[src/design/csc_pkg.sv]
// ----------------------------------------------------------------------------
// csc_pkg
// Shared types and constants of the cursor shape classifier: field widths,
// counter limits, register addresses and the class codes.
// ----------------------------------------------------------------------------
package csc_pkg;

  // Fixed widths of the transaction fields
  localparam int ALPHA_W = 8;
  localparam int DIM_W   = 7;
  localparam int HOT_W   = 6;
  localparam int CLASS_W = 3;

  // Opaque counters saturate at all ones
  localparam int                 CNT_W   = 13;
  localparam logic [CNT_W-1:0]   CNT_MAX = '1;

  // Width of the area of a full-size image
  localparam int AREA_W = 2 * DIM_W;

  // Width of the ratio cross products (25 * 8191 and 7 * 127 * 127 fit)
  localparam int PROD_W = 20;

  // Fewer opaque pixels than this always classify as arrow
  localparam logic [CNT_W-1:0] MIN_OPAQUE = 13'd5;

  // Balance substitute when the right or bottom count is zero
  localparam logic [CNT_W-1:0] ZERO_BALANCE = 13'd10;

  // Configuration space
  localparam int                ADDR_W      = 3;
  localparam int                DATA_W      = 32;
  localparam logic [ADDR_W-1:0] ADDR_THRESH = 3'd0;
  localparam logic [ALPHA_W-1:0] THRESH_RESET = 8'd128;

  typedef enum logic [CLASS_W-1:0] {
    CLS_ARROW      = 3'd0,
    CLS_TEXT       = 3'd1,
    CLS_CROSS      = 3'd2,
    CLS_HAND       = 3'd3,
    CLS_MOVE       = 3'd4,
    CLS_VRESIZE    = 3'd5,
    CLS_HRESIZE    = 3'd6,
    CLS_NOTALLOWED = 3'd7
  } cls_e;

  // Counts and geometry captured at the end of one image
  typedef struct packed {
    logic [DIM_W-1:0]  width;
    logic [DIM_W-1:0]  height;
    logic [HOT_W-1:0]  hot_x;
    logic [HOT_W-1:0]  hot_y;
    logic [AREA_W-1:0] area;
    logic [CNT_W-1:0]  total;
    logic [CNT_W-1:0]  left;
    logic [CNT_W-1:0]  right;
    logic [CNT_W-1:0]  top;
    logic [CNT_W-1:0]  bottom;
    logic [CNT_W-1:0]  middle;
  } snap_t;

endpackage

[src/design/cursor_shape_classifier.sv]
// ----------------------------------------------------------------------------
// cursor_shape_classifier
// Counts opaque pixels of a raster-order cursor image by half and by middle
// column third, and emits one shape class per image after its last pixel.
// ----------------------------------------------------------------------------
//
//  channel  | direction | handshake                    | payload
//  ---------+-----------+------------------------------+--------------------------
//  pixel    | in        | in_valid_i / in_ready_o      | pixel_alpha_i, image_width_i,
//           |           |                              | image_height_i, hotspot_x_i,
//           |           |                              | hotspot_y_i, last_pixel_i
//  class    | out       | out_valid_o / out_ready_i    | cursor_class_o
//  config   | in        | psel/penable/pwrite, pready  | paddr, pwdata, prdata
//
//  One pixel transaction per cycle while in_ready_o is high. Per pixel only the
//  position counters and six saturating opaque counters advance. A last pixel
//  copies the updated counts and the image area into a snapshot register and
//  clears the counters; the threshold rules are then evaluated from the
//  snapshot into the output register once that register is free.
//  Reset clears counters, valid flags and sets the alpha threshold to 128.
//  A stalled output holds the snapshot; pixels keep flowing until the
//  snapshot stage is also full, then in_ready_o drops.
//
module cursor_shape_classifier
  import csc_pkg::*;
#(
  parameter int MAX_DIM = 64
) (
  input  logic                clk_i,
  input  logic                rst_ni,

  input  logic                in_valid_i,
  output logic                in_ready_o,
  input  logic [ALPHA_W-1:0]  pixel_alpha_i,
  input  logic [DIM_W-1:0]    image_width_i,
  input  logic [DIM_W-1:0]    image_height_i,
  input  logic [HOT_W-1:0]    hotspot_x_i,
  input  logic [HOT_W-1:0]    hotspot_y_i,
  input  logic                last_pixel_i,

  output logic                out_valid_o,
  input  logic                out_ready_i,
  output logic [CLASS_W-1:0]  cursor_class_o,

  input  logic                psel,
  input  logic                penable,
  input  logic                pwrite,
  input  logic [ADDR_W-1:0]   paddr,
  input  logic [DATA_W-1:0]   pwdata,
  output logic [DATA_W-1:0]   prdata,
  output logic                pready
);

  // Largest size the 7-bit fields can reach after clamping
  localparam int DimCap = (MAX_DIM < 127) ? MAX_DIM : 127;
  // Position counters only ever hold values below the clamped size
  localparam int PW     = $clog2(DimCap);
  // Room for 3 * position + 3 and 2 * size
  localparam int CW     = DIM_W + 2;

  // --------------------------------------------------------------------------
  // Configuration
  // --------------------------------------------------------------------------
  logic [ALPHA_W-1:0] thresh_q;
  logic               cfg_wr;

  assign pready = 1'b1;
  assign cfg_wr = psel && penable && pwrite && (paddr == ADDR_THRESH);

  always_ff @(posedge clk_i or negedge rst_ni) begin
    if (!rst_ni) begin
      thresh_q <= THRESH_RESET;
    end else if (cfg_wr) begin
      thresh_q <= pwdata[ALPHA_W-1:0];
    end
  end

  always_comb begin
    prdata = '0;
    if (paddr == ADDR_THRESH) begin
      prdata = DATA_W'(thresh_q);
    end
  end

  // --------------------------------------------------------------------------
  // Flow control: pixel -> snapshot -> output register
  // --------------------------------------------------------------------------
  logic  snap_valid_q, snap_valid_d;
  logic  out_valid_q, out_valid_d;
  logic  out_free, snap_free, in_fire, snap_fire;
  cls_e  class_q, class_d;
  snap_t snap_q, snap_d;

  assign out_free   = !out_valid_q || out_ready_i;
  assign snap_free  = !snap_valid_q || out_free;
  assign in_ready_o = snap_free;
  assign in_fire    = in_valid_i && in_ready_o;
  // Snapshot moves into the output register
  assign snap_fire  = snap_valid_q && out_free;

  // --------------------------------------------------------------------------
  // Per-pixel counting
  // --------------------------------------------------------------------------
  logic [PW-1:0]    col_q, col_d, row_q, row_d;
  logic [CNT_W-1:0] tot_q, tot_d, left_q, left_d, right_q, right_d;
  logic [CNT_W-1:0] top_q, top_d, bot_q, bot_d, mid_q, mid_d;

  logic [DIM_W-1:0] w_in, h_in;
  logic [PW-1:0]    x, y;
  logic [CW-1:0]    x_ext, y_ext, w_ext, h_ext;
  logic             size_ok, opaque, in_left, in_top, in_mid, col_wrap, row_wrap;

  function automatic logic [CNT_W-1:0] sat_inc(logic [CNT_W-1:0] cnt, logic en);
    sat_inc = (en && cnt != CNT_MAX) ? cnt + CNT_W'(1) : cnt;
  endfunction

  // Clamp oversized images to MAX_DIM
  assign w_in = (int'(image_width_i) > MAX_DIM) ? DIM_W'(MAX_DIM) : image_width_i;
  assign h_in = (int'(image_height_i) > MAX_DIM) ? DIM_W'(MAX_DIM) : image_height_i;

  always_comb begin
    size_ok = (w_in != '0) && (h_in != '0);
    // Restart the position when it no longer fits the current size
    x = (DIM_W'(col_q) >= w_in) ? '0 : col_q;
    y = (DIM_W'(row_q) >= h_in) ? '0 : row_q;
    x_ext = CW'(x);
    y_ext = CW'(y);
    w_ext = CW'(w_in);
    h_ext = CW'(h_in);

    opaque = pixel_alpha_i > thresh_q;
    // x < w/2, y < h/2 and w/3 <= x < 2w/3 with floor division, rewritten
    // as exact integer compares
    in_left = ((x_ext << 1) + CW'(2)) <= w_ext;
    in_top  = ((y_ext << 1) + CW'(2)) <= h_ext;
    in_mid  = (w_ext < ((x_ext << 1) + x_ext + CW'(3))) &&
              (((x_ext << 1) + x_ext + CW'(3)) <= (w_ext << 1));

    col_wrap = (x_ext + CW'(1)) >= w_ext;
    row_wrap = (y_ext + CW'(1)) >= h_ext;

    col_d   = col_q;
    row_d   = row_q;
    tot_d   = tot_q;
    left_d  = left_q;
    right_d = right_q;
    top_d   = top_q;
    bot_d   = bot_q;
    mid_d   = mid_q;

    if (size_ok) begin
      tot_d   = sat_inc(tot_q, opaque);
      left_d  = sat_inc(left_q, opaque && in_left);
      right_d = sat_inc(right_q, opaque && !in_left);
      top_d   = sat_inc(top_q, opaque && in_top);
      bot_d   = sat_inc(bot_q, opaque && !in_top);
      mid_d   = sat_inc(mid_q, opaque && in_mid);
      if (col_wrap) begin
        col_d = '0;
        row_d = row_wrap ? '0 : y + PW'(1);
      end else begin
        col_d = x + PW'(1);
        row_d = y;
      end
    end
  end

  // Capture the updated counts at the end of an image
  always_comb begin
    snap_d.width  = w_in;
    snap_d.height = h_in;
    snap_d.hot_x  = hotspot_x_i;
    snap_d.hot_y  = hotspot_y_i;
    snap_d.area   = AREA_W'(w_in) * AREA_W'(h_in);
    snap_d.total  = tot_d;
    snap_d.left   = left_d;
    snap_d.right  = right_d;
    snap_d.top    = top_d;
    snap_d.bottom = bot_d;
    snap_d.middle = mid_d;
  end

  always_ff @(posedge clk_i or negedge rst_ni) begin
    if (!rst_ni) begin
      col_q   <= '0;
      row_q   <= '0;
      tot_q   <= '0;
      left_q  <= '0;
      right_q <= '0;
      top_q   <= '0;
      bot_q   <= '0;
      mid_q   <= '0;
    end else if (in_fire) begin
      if (last_pixel_i) begin
        // Clear for the next image
        col_q   <= '0;
        row_q   <= '0;
        tot_q   <= '0;
        left_q  <= '0;
        right_q <= '0;
        top_q   <= '0;
        bot_q   <= '0;
        mid_q   <= '0;
      end else begin
        col_q   <= col_d;
        row_q   <= row_d;
        tot_q   <= tot_d;
        left_q  <= left_d;
        right_q <= right_d;
        top_q   <= top_d;
        bot_q   <= bot_d;
        mid_q   <= mid_d;
      end
    end
  end

  // --------------------------------------------------------------------------
  // Classification from the snapshot
  // --------------------------------------------------------------------------
  always_comb begin
    logic [PROD_W-1:0] t, c, ln, rn, tn, bn, wh, w, h, hx, hy;
    logic              center, square, text, xhair, hand, move, vres, hres, noallow;

    t  = PROD_W'(snap_q.total);
    c  = PROD_W'(snap_q.middle);
    wh = PROD_W'(snap_q.area);
    w  = PROD_W'(snap_q.width);
    h  = PROD_W'(snap_q.height);
    hx = PROD_W'(snap_q.hot_x);
    hy = PROD_W'(snap_q.hot_y);

    // A zero right or bottom count means balance ten
    if (snap_q.right == '0) begin
      ln = PROD_W'(ZERO_BALANCE);
      rn = PROD_W'(1);
    end else begin
      ln = PROD_W'(snap_q.left);
      rn = PROD_W'(snap_q.right);
    end
    if (snap_q.bottom == '0) begin
      tn = PROD_W'(ZERO_BALANCE);
      bn = PROD_W'(1);
    end else begin
      tn = PROD_W'(snap_q.top);
      bn = PROD_W'(snap_q.bottom);
    end

    // Hotspot strictly inside the middle third both ways
    center = (PROD_W'(3) * hx > w) && (PROD_W'(3) * hx + PROD_W'(3) <= (w << 1)) &&
             (PROD_W'(3) * hy > h) && (PROD_W'(3) * hy + PROD_W'(3) <= (h << 1));
    // Aspect ratio between 0.8 and 1.2
    square = (PROD_W'(5) * w > PROD_W'(4) * h) && (PROD_W'(5) * w < PROD_W'(6) * h);

    text  = center && ((t << 2) < wh) && (PROD_W'(20) * c > PROD_W'(11) * t);
    xhair = square && center && (PROD_W'(25) * t < PROD_W'(3) * wh);
    hand  = (PROD_W'(3) * hy + PROD_W'(3) <= h) &&
            (PROD_W'(20) * t > PROD_W'(3) * wh) && (PROD_W'(5) * t < PROD_W'(3) * wh) &&
            ((ln << 1) > rn) && (ln < (rn << 1)) &&
            ((hx << 2) > w) && ((hx << 2) + PROD_W'(4) <= PROD_W'(3) * w);
    move  = square && center &&
            (PROD_W'(25) * t > (wh << 1)) && (PROD_W'(5) * t < (wh << 1)) &&
            (PROD_W'(5) * ln > PROD_W'(3) * rn) && ((ln << 1) < PROD_W'(3) * rn) &&
            (PROD_W'(5) * tn > PROD_W'(3) * bn) && ((tn << 1) < PROD_W'(3) * bn);
    vres  = (PROD_W'(10) * w < PROD_W'(7) * h) && center && (PROD_W'(10) * t > wh);
    hres  = (PROD_W'(5) * w > PROD_W'(7) * h) && center && (PROD_W'(10) * t > wh);
    noallow = square && center && (PROD_W'(10) * t > wh) &&
              (PROD_W'(20) * t < PROD_W'(7) * wh) && (PROD_W'(20) * c < PROD_W'(9) * t);

    // First matching rule wins
    if (snap_q.width == '0 || snap_q.height == '0 || snap_q.total < MIN_OPAQUE) begin
      class_d = CLS_ARROW;
    end else if (text) begin
      class_d = CLS_TEXT;
    end else if (xhair) begin
      class_d = CLS_CROSS;
    end else if (hand) begin
      class_d = CLS_HAND;
    end else if (move) begin
      class_d = CLS_MOVE;
    end else if (vres) begin
      class_d = CLS_VRESIZE;
    end else if (hres) begin
      class_d = CLS_HRESIZE;
    end else if (noallow) begin
      class_d = CLS_NOTALLOWED;
    end else begin
      class_d = CLS_ARROW;
    end
  end

  // --------------------------------------------------------------------------
  // Stage registers
  // --------------------------------------------------------------------------
  always_comb begin
    snap_valid_d = snap_valid_q;
    if (snap_free) begin
      snap_valid_d = in_fire && last_pixel_i;
    end
    out_valid_d = out_valid_q;
    if (out_free) begin
      out_valid_d = snap_valid_q;
    end
  end

  always_ff @(posedge clk_i or negedge rst_ni) begin
    if (!rst_ni) begin
      snap_valid_q <= 1'b0;
      out_valid_q  <= 1'b0;
    end else begin
      snap_valid_q <= snap_valid_d;
      out_valid_q  <= out_valid_d;
    end
  end

  // Payload registers: load only on a moving transaction
  always_ff @(posedge clk_i) begin
    if (in_fire && last_pixel_i) begin
      snap_q <= snap_d;
    end
    if (snap_fire) begin
      class_q <= class_d;
    end
  end

  assign out_valid_o    = out_valid_q;
  assign cursor_class_o = class_q;

  // --------------------------------------------------------------------------
  // Assertions
  // --------------------------------------------------------------------------
  a_clear_after_last: assert property (@(posedge clk_i) disable iff (!rst_ni)
    (in_fire && last_pixel_i) |=> (col_q == '0 && row_q == '0 && tot_q == '0))
    else $error("counters not cleared after last pixel");

  a_total_bounds: assert property (@(posedge clk_i) disable iff (!rst_ni)
    (tot_q >= left_q) && (tot_q >= right_q) && (tot_q >= mid_q) &&
    (tot_q >= top_q) && (tot_q >= bot_q))
    else $error("partial opaque count exceeds total");

  a_few_opaque_arrow: assert property (@(posedge clk_i) disable iff (!rst_ni)
    (snap_fire && snap_q.total < MIN_OPAQUE) |=> (class_q == CLS_ARROW))
    else $error("sparse image not classified as arrow");

  a_out_from_snap: assert property (@(posedge clk_i) disable iff (!rst_ni)
    $rose(out_valid_q) |-> $past(snap_valid_q))
    else $error("result without a captured image");

endmodule
[config.mk]
export PLATFORM = sky130hd
export DESIGN_NAME = cursor_shape_classifier
export DESIGN_NICKNAME = d
export VERILOG_FILES = /design/src/design/csc_pkg.sv /design/src/design/cursor_shape_classifier.sv
export SDC_FILE = /design/constraint.sdc
export NUM_CORES = 1
export LEC_CHECK = 0
export BUFFER_PORTS_ARGS = -buffer_cell sky130_fd_sc_hd__buf_2
export CORE_ASPECT_RATIO = 0.75
export CORE_MARGIN = 2
export CORE_UTILIZATION = 65
export CTS_CLUSTER_DIAMETER = 60
export DETAILED_ROUTE_END_ITERATION = 7
export PLACE_DENSITY = 0.83
export SLEW_MARGIN = 10
export SYNTH_ARGS = -nofsm -noshare
export SYNTH_HDL_FRONTEND = slang
export SYNTH_SLANG_ARGS = --single-unit
[constraint.sdc]
create_clock -name clk_i -period 7.1 [get_ports clk_i]
set_clock_uncertainty 0.2 [all_clocks]
set_input_delay 1.42 -clock clk_i [delete_from_list [all_inputs] [get_ports clk_i]]
set_output_delay 1.42 -clock clk_i [all_outputs]
set_load 0.02 [all_outputs]
==> results of run 1 <==
==> cell type report <==
| cell class | instances | area share [%] |
|---|---|---|
| Clock inverter | 22 | 0.683 |
| Multi-Input combinational cell | 2750 | 69.8 |
| Tap cell | 595 | 2.31 |
| Clock buffer | 32 | 2.38 |
| Timing Repair Buffer | 105 | 1.99 |
| Antenna cell | 1 | 0.00776 |
| Sequential cell | 221 | 19.0 |
| Inverter | 326 | 3.80 |
==> per-layer routing <==
layer | global-route usage (%) | part of all wire (%) | up-vias | routed length [µm]
met5 | 0 | 0 | - | 0
met4 | 7.97 | 2.4 | 0 | 1840
met3 | 4.31 | 7.5 | 154 | 5750
met2 | 52.5 | 45 | 900 | 34500
met1 | 44.4 | 45 | 12170 | 35000
li1 | - | - | 12237 | -
==> layout by cell type (no fill, tap or decap), types with 11 or more instances in the layout <==
cell / instances
o21a_1: 49
inv_1: 325
nor4_1: 14
dfrtp_1: 99
fa_1: 77
conb_1: 25
nand3_1: 80
mux2i_1: 46
and3_1: 24
o31a_1: 16
o211ai_1: 35
or2_2: 11
o21ai_0: 158
nand2_1: 242
nor2b_1: 53
nand2b_1: 34
xor2_1: 80
a211oi_1: 23
nor3_1: 69
clkbuf_16: 30
a21oi_1: 192
or3_1: 11
buf_2: 64
xnor2_1: 158
edfxtp_1: 121
buf_4: 40
and2_1: 39
a211o_1: 16
nand4_1: 60
o21bai_1: 35
ha_1: 693
a22o_1: 15
nor2_1: 202
a21o_1: 116
==> stage by stage <==
stage / util [%] / power (mW) / instances / instance area [µm²]
3_3_place_gp: 68.0 / 4.33 / 3997 / 31300
4_1_cts: 70.2 / 6.01 / 4051 / 32200
2_1_floorplan: - / 3.74 / 3378 / 30300
3_5_place_dp: 68.0 / 4.49 / 3997 / 31300
5_1_grt: 70.2 / 6.48 / 4051 / 32300
6_report: 70.2 / 6.05 / 4052 / 32300
==> kinds of logic (layout without fill, tap and decap cells) <==
group	after synthesis	in the layout	share of synthesized area (%)
flip-flops	221	221	20.3
multiplexers	52	52	1.75
XOR/XNOR	238	238	6.91
AO/OA/AOI/OAI	778	778	17.3
other	2	26	0.0249
AND/OR/NAND/NOR	887	887	14.4
adder cells (fa/ha/maj)	770	770	33.8
buffers and inverters	407	485	5.41
==> cells in the mapped netlist, types with 6 or more instances <==
master	n	area, µm²
or2_2	11	68.8
buf_4	25	188
o21bai_1	35	263
or3_1	11	68.8
a21oi_1	192	961
fa_1	77	1540
a31oi_1	8	50.1
xnor2_1	158	1380
xor2_1	80	701
edfxtp_1	121	3630
mux2i_1	46	460
nand2b_1	35	219
ha_1	693	8670
o2111ai_1	9	78.8
a2111oi_0	6	52.6
or4_1	10	75.1
a22o_1	15	131
nor4_1	14	87.6
nand3_1	80	400
nor2_1	202	758
o211ai_1	35	263
a211o_1	16	140
a211oi_1	23	173
nand2_1	243	912
o21a_1	49	368
and4_1	9	78.8
o22ai_1	10	62.6
nor2b_1	53	332
dfrtp_1	99	2480
a31o_2	8	70.1
o31a_1	16	140
nand4_1	60	375
o211a_1	6	60.1
a21boi_0	6	45.0
nor3_1	69	345
clkbuf_1	51	191
inv_1	326	1220
and3_1	24	150
and2_1	39	244
mux2_2	6	67.6
a21o_1	116	871
o21ai_0	158	791
==> worst max path at each step <==
stage                   endpoint  slack, ns               from  cells after the start
2_1_floorplan         snap_q[11]       0.27   image_width_i[6]                     26
3_3_place_gp            mid_q[2]       0.29   image_width_i[6]                     26
3_5_place_dp            top_q[9]       0.18  image_height_i[6]                     23
4_1_cts        cursor_class_o[0]       0.42         snap_q[24]                     26
5_1_grt        cursor_class_o[0]      0.008         snap_q[24]                     25
6_report       cursor_class_o[0]       0.39         snap_q[24]                     26
==> power by group <==
| group | internal, mW | switching [mW] |
|---|---|---|
| clock network | 0.843 | 0.643 |
| registers | 1.49 | 0.165 |
| logic | 1.25 | 1.66 |
==> flip-flops by register name, summed over array words and instances (netlist names) <==
signal          count
row_q               6
tot_q              13
right_q            13
cursor_class_o      3
thresh_q            8
snap_valid_q        1
top_q              13
left_q             13
col_q               6
mid_q              13
snap_q            118
out_valid_o         1
bot_q              13
==> reports/summary.txt, run 1 <==
Largest delay contributor family on the critical path = compound AO/OA/AOI/OAI gates
Endpoints failing hold = 0
Post-synth design cell area = 0.0302 mm²
Later-pin clock latency in the skew report = 0.58 ns
CTS tree = done
H-tree Lvls = 1
Slowest cell delay on critical path = 0.51 ns
DP Worst Slack = 0.177 ns
WHS Path Cells = 1
DIE WIDTH = 253 µm
Hold buffers post-CTS = 0
PD cells = 187 mW/mm²
Crit path top cell by count = ha_1
Crit path capture type = register
Maximum VDD drop = 161 µV
DRC = 0
Worst-path maximum fanout = 11
PortBufs = 65
Max Slew Vio Count = 0
FF-to-FF path depth = 26
Ys Warns = 0
Reg-to-Reg Start = snap_q[24]
Synth cell types = 89
Vias in the first global route = 25187
EDFF count, synth = 121
1st-pass router iterations = 8
RSZ-0062 raised after global routing = no
Core area = 0.0459 mm²
Hold Crit Class = reg2reg
Leak = 16.1 nW
# fillers = 3461
Final Critical Period = 6.71 ns
Via density = 6.28
ANT nets after route = 0
Global Route Usage Sum = 31.9%
Post-CTS Setup Bufs = 0
HP Start = snap_valid_q
Nets = 4280
Outcome = finished clean
Die Area = 0.0482 mm²
Final setup fails = 0
FF+latch count, synth = 221
Vias post-DR = 25461
Total CTS buffers = 29
Antenna violations before repair = 1
Ys async rst share = 45.2%
Top FF cell, synth = edfxtp_1
Wirelength per Cell = 19.0 µm
Capturing point of the worst reg2reg path = cursor_class_o[0]
FP Rows = 68
Initial Utilization = 65.7%
Area growth syn-to-layout = 6.88%
GPL Wtd Cong = 0.956
Final period util = 94.4%
FF-to-FF setup slack = 0.39 ns
Worst slew margin = 21.8%
CTS Buffer Depth = 3
Min setup slack post-route = 0.394 ns
CP max-delay cell = nor4b_4
Final TNS setup = 0 ns
Max Cap Violations = 0
First-pass GRT wire length = 126000 µm
Syn Inst Count = 3355
Dpl hpwl = 62100 µm
Share of layout cells above drive strength 1 = 5.90%
Fmax = 0.149 GHz
Worst path bufs/invs = 1
Total gr overflow = 0
Crit Path Class = reg2reg
Clock net sink count = 221
Startpoint types = register
Register area share after synthesis = 20.3%
Worst EP required = 7.20 ns
IO Count = 115
WP data arrival = 6.81 ns
Reg area = 0.00614 mm²
Multi-input gate area = 0.0225 mm²
Cells resized by post-CTS repair = 0
CTS clk-pin slew, worst paths = 0.06 ns
Hold Slack = 0.311 ns
Post-Route WL = 77100 µm
Slew @ Worst Pin = 1.16 ns
Detailed Route Iter0 Violations = 1853
Avg Inst Size Synth = 8.99 µm²
Die Y = 191 µm
Endpoint, Worst Hold = out_valid_o
Largest net degree at the start of global routing = 91
CTS root buffer = clkbuf_16
Power figures use the tool's default switching activity.
==> run 2: changes to the inputs <==
==> constraint.sdc (replaced) <==
create_clock -name clk_i -period 7.1 [get_ports clk_i]
set_clock_uncertainty 0.2 [all_clocks]
set_input_delay 1.775 -clock clk_i [delete_from_list [all_inputs] [get_ports clk_i]]
set_output_delay 1.775 -clock clk_i [all_outputs]
set_load 0.02 [all_outputs]
==> run 2 against run 1 <==
Total power grew 2.6%. Count of clock-buffer cells in the layout decreased by 1. Register-to-register slack better by 0.08 ns. Critical path type unchanged. Clock power rose by 8%. Wire length increased by 0.35%. Highest routed layer unchanged. Critical path depth fell by 2. Worst setup slack better by 0.079 ns. Die area stayed put. Final cell count increased by 0.12%. Sequential power hardly changed.
==> reports/summary.txt, run 2 (synthesis results as in run 1) <==
RSZ-0062 raised after global routing = no
Placed cells = 4005
Critical Path Sink = cursor_class_o[0]
N_diodes = 0
Multi-input gate area = 0.0225 mm²
Startpoint types = register
Max Cap Violations = 0
Post-Route WL = 77400 µm
Final TNS setup = 0 ns
Most common cell after layout, fill and taps aside = ha_1
Max Slew Vio Count = 0
Crit path from = snap_q[50]
# fillers = 3436
Capturing point of the worst reg2reg path = cursor_class_o[0]
ANT nets after route = 0
Outcome = finished clean
CTS Buffer Depth = 3
CTS root buffer = clkbuf_16
IO Count = 115
WP data arrival = 6.71 ns
H-tree Lvls = 1
Global Route Usage Sum = 32.3%
1st-pass router iterations = 8
FP Rows = 68
Vias in the first global route = 25673
Worst slew margin = 26.9%
Largest register FFs = 118
Worst EP required = 7.18 ns
CTS tree = done
Area growth syn-to-layout = 7.34%
Post-CTS Setup Bufs = 0
Reg-to-Reg Start = snap_q[50]
Endpoints failing hold = 0
DIE WIDTH = 253 µm
HP Start = snap_valid_q
Total gr overflow = 0
Hold buffers post-CTS = 0
Initial Utilization = 65.7%
Die Area = 0.0482 mm²
GPL Wtd Cong = 0.957
Via density = 6.25
Crit path capture type = register
Non-Filler Instances = 4057
Final setup fails = 0
Crit Path Class = reg2reg
CTS clk-pin slew, worst paths = 0.05 ns
Largest net degree at the start of global routing = 102
Die Y = 191 µm
Vias post-DR = 25367
DRC = 0
Share of layout cells above drive strength 1 = 6.04%
Detailed Route Iter0 Violations = 2053
Maximum VDD drop = 186 µV
Total CTS buffers = 28
Reg area = 0.00614 mm²
Fmax = 0.151 GHz
Antenna violations before repair = 1
Core area = 0.0459 mm²
Slew @ Worst Pin = 1.10 ns
FF-to-FF path depth = 24
Final Critical Period = 6.63 ns
Later-pin clock latency in the skew report = 0.57 ns
PortBufs = 65
Top reg by flops = snap_q
Most frequent cells in the layout = 693 x ha_1, 325 x inv_1, 242 x nand2_1
Leak = 16.2 nW
Hold Crit Class = reg2reg
Clock net sink count = 221
First-pass GRT wire length = 127000 µm
Final period util = 93.3%
Nets = 4287
FF-to-FF setup slack = 0.47 ns
Cells resized by post-CTS repair = 0
PD cells = 191 mW/mm²
Wirelength per Cell = 19.1 µm
Worst-path maximum fanout = 25
Dpl hpwl = 62400 µm
[run 2: changes by cell type in the layout (fill, tap and decap cells not counted), moves of 2 or more]
| cell | before | now |
|---|---|---|
| bufinv_16 | 1 | 7 |
| buf_4 | 40 | 48 |
| clkinvlp_4 | 3 | 1 |
| clkinv_2 | 7 | 3 |
| clkinv_1 | 0 | 2 |
| clkbuf_16 | 30 | 28 |
[run 2: power breakdown]
group / switching, mW / total, mW / internal, mW / leakage [nW]
clock: 0.609 / 1.61 / 1.00 / 0.514
sequential: 0.164 / 1.65 / 1.49 / 2.53
combinational: 1.68 / 2.94 / 1.26 / 13.2
total: 2.45 / 6.20 / 3.75 / 16.2
[run 2: how the worst min path moves through the flow]
stage                              to  slack, ns  depth (start not counted)
after floorplan           out_valid_o       0.25                          1
after global placement    out_valid_o       0.27                          1
after detailed placement  out_valid_o       0.29                          1
after CTS                 out_valid_o       0.31                          1
after global routing      out_valid_o       0.34                          1
final                     out_valid_o       0.31                          1
[run 2: cell type report]
cell class / count / area share (%)
Multi-Input combinational cell: 2750 / 69.6
Clock buffer: 31 / 2.23
Sequential cell: 221 / 18.9
Inverter: 326 / 3.79
Timing Repair Buffer: 113 / 2.16
Clock inverter: 21 / 1.03
Tap cell: 595 / 2.30
[run 2: stage by stage]
stage | power [mW] | setup WS (ns) | util (%) | hold slack, ns | instance area (µm²)
after floorplan | 3.74 | 0.0356 | - | 0.249 | 30300
after global placement | 4.33 | 0.123 | 68.2 | 0.274 | 31300
after detailed placement | 4.52 | 0.0557 | 68.2 | 0.292 | 31300
after CTS | 6.15 | 0.333 | 70.5 | 0.306 | 32400
after global routing | 6.63 | 0.0441 | 70.5 | 0.336 | 32400
final | 6.20 | 0.473 | 70.5 | 0.309 | 32400
[run 2: critical path, cell delays in order (launching register included)]
cell and delay, ns:
edfxtp_1 0.49, inv_1 0.09, ha_1 0.14, nand4_1 0.16, or4b_4 0.71, nand2b_1 0.25, ha_1 0.28, ha_1 0.24
fa_1 0.40, a21oi_1 0.22, o21ai_0 0.19, o31a_1 0.32, nor4_2 0.22, nor2_1 0.10, a21oi_1 0.24, xnor2_1 0.10
ha_1 0.30, nand2_1 0.08, nor3_1 0.25, o21ai_0 0.14, a31oi_1 0.21, o32ai_2 0.15, a2111o_1 0.39, a21boi_0 0.16
o311a_1 0.32
[run 2: routing by layer]
metal  GRT usage, %  routed length [µm]
met5              0                   0
met3           4.20                5390
met2           52.9               34400
met4           9.10                2180
met1           44.9               35400
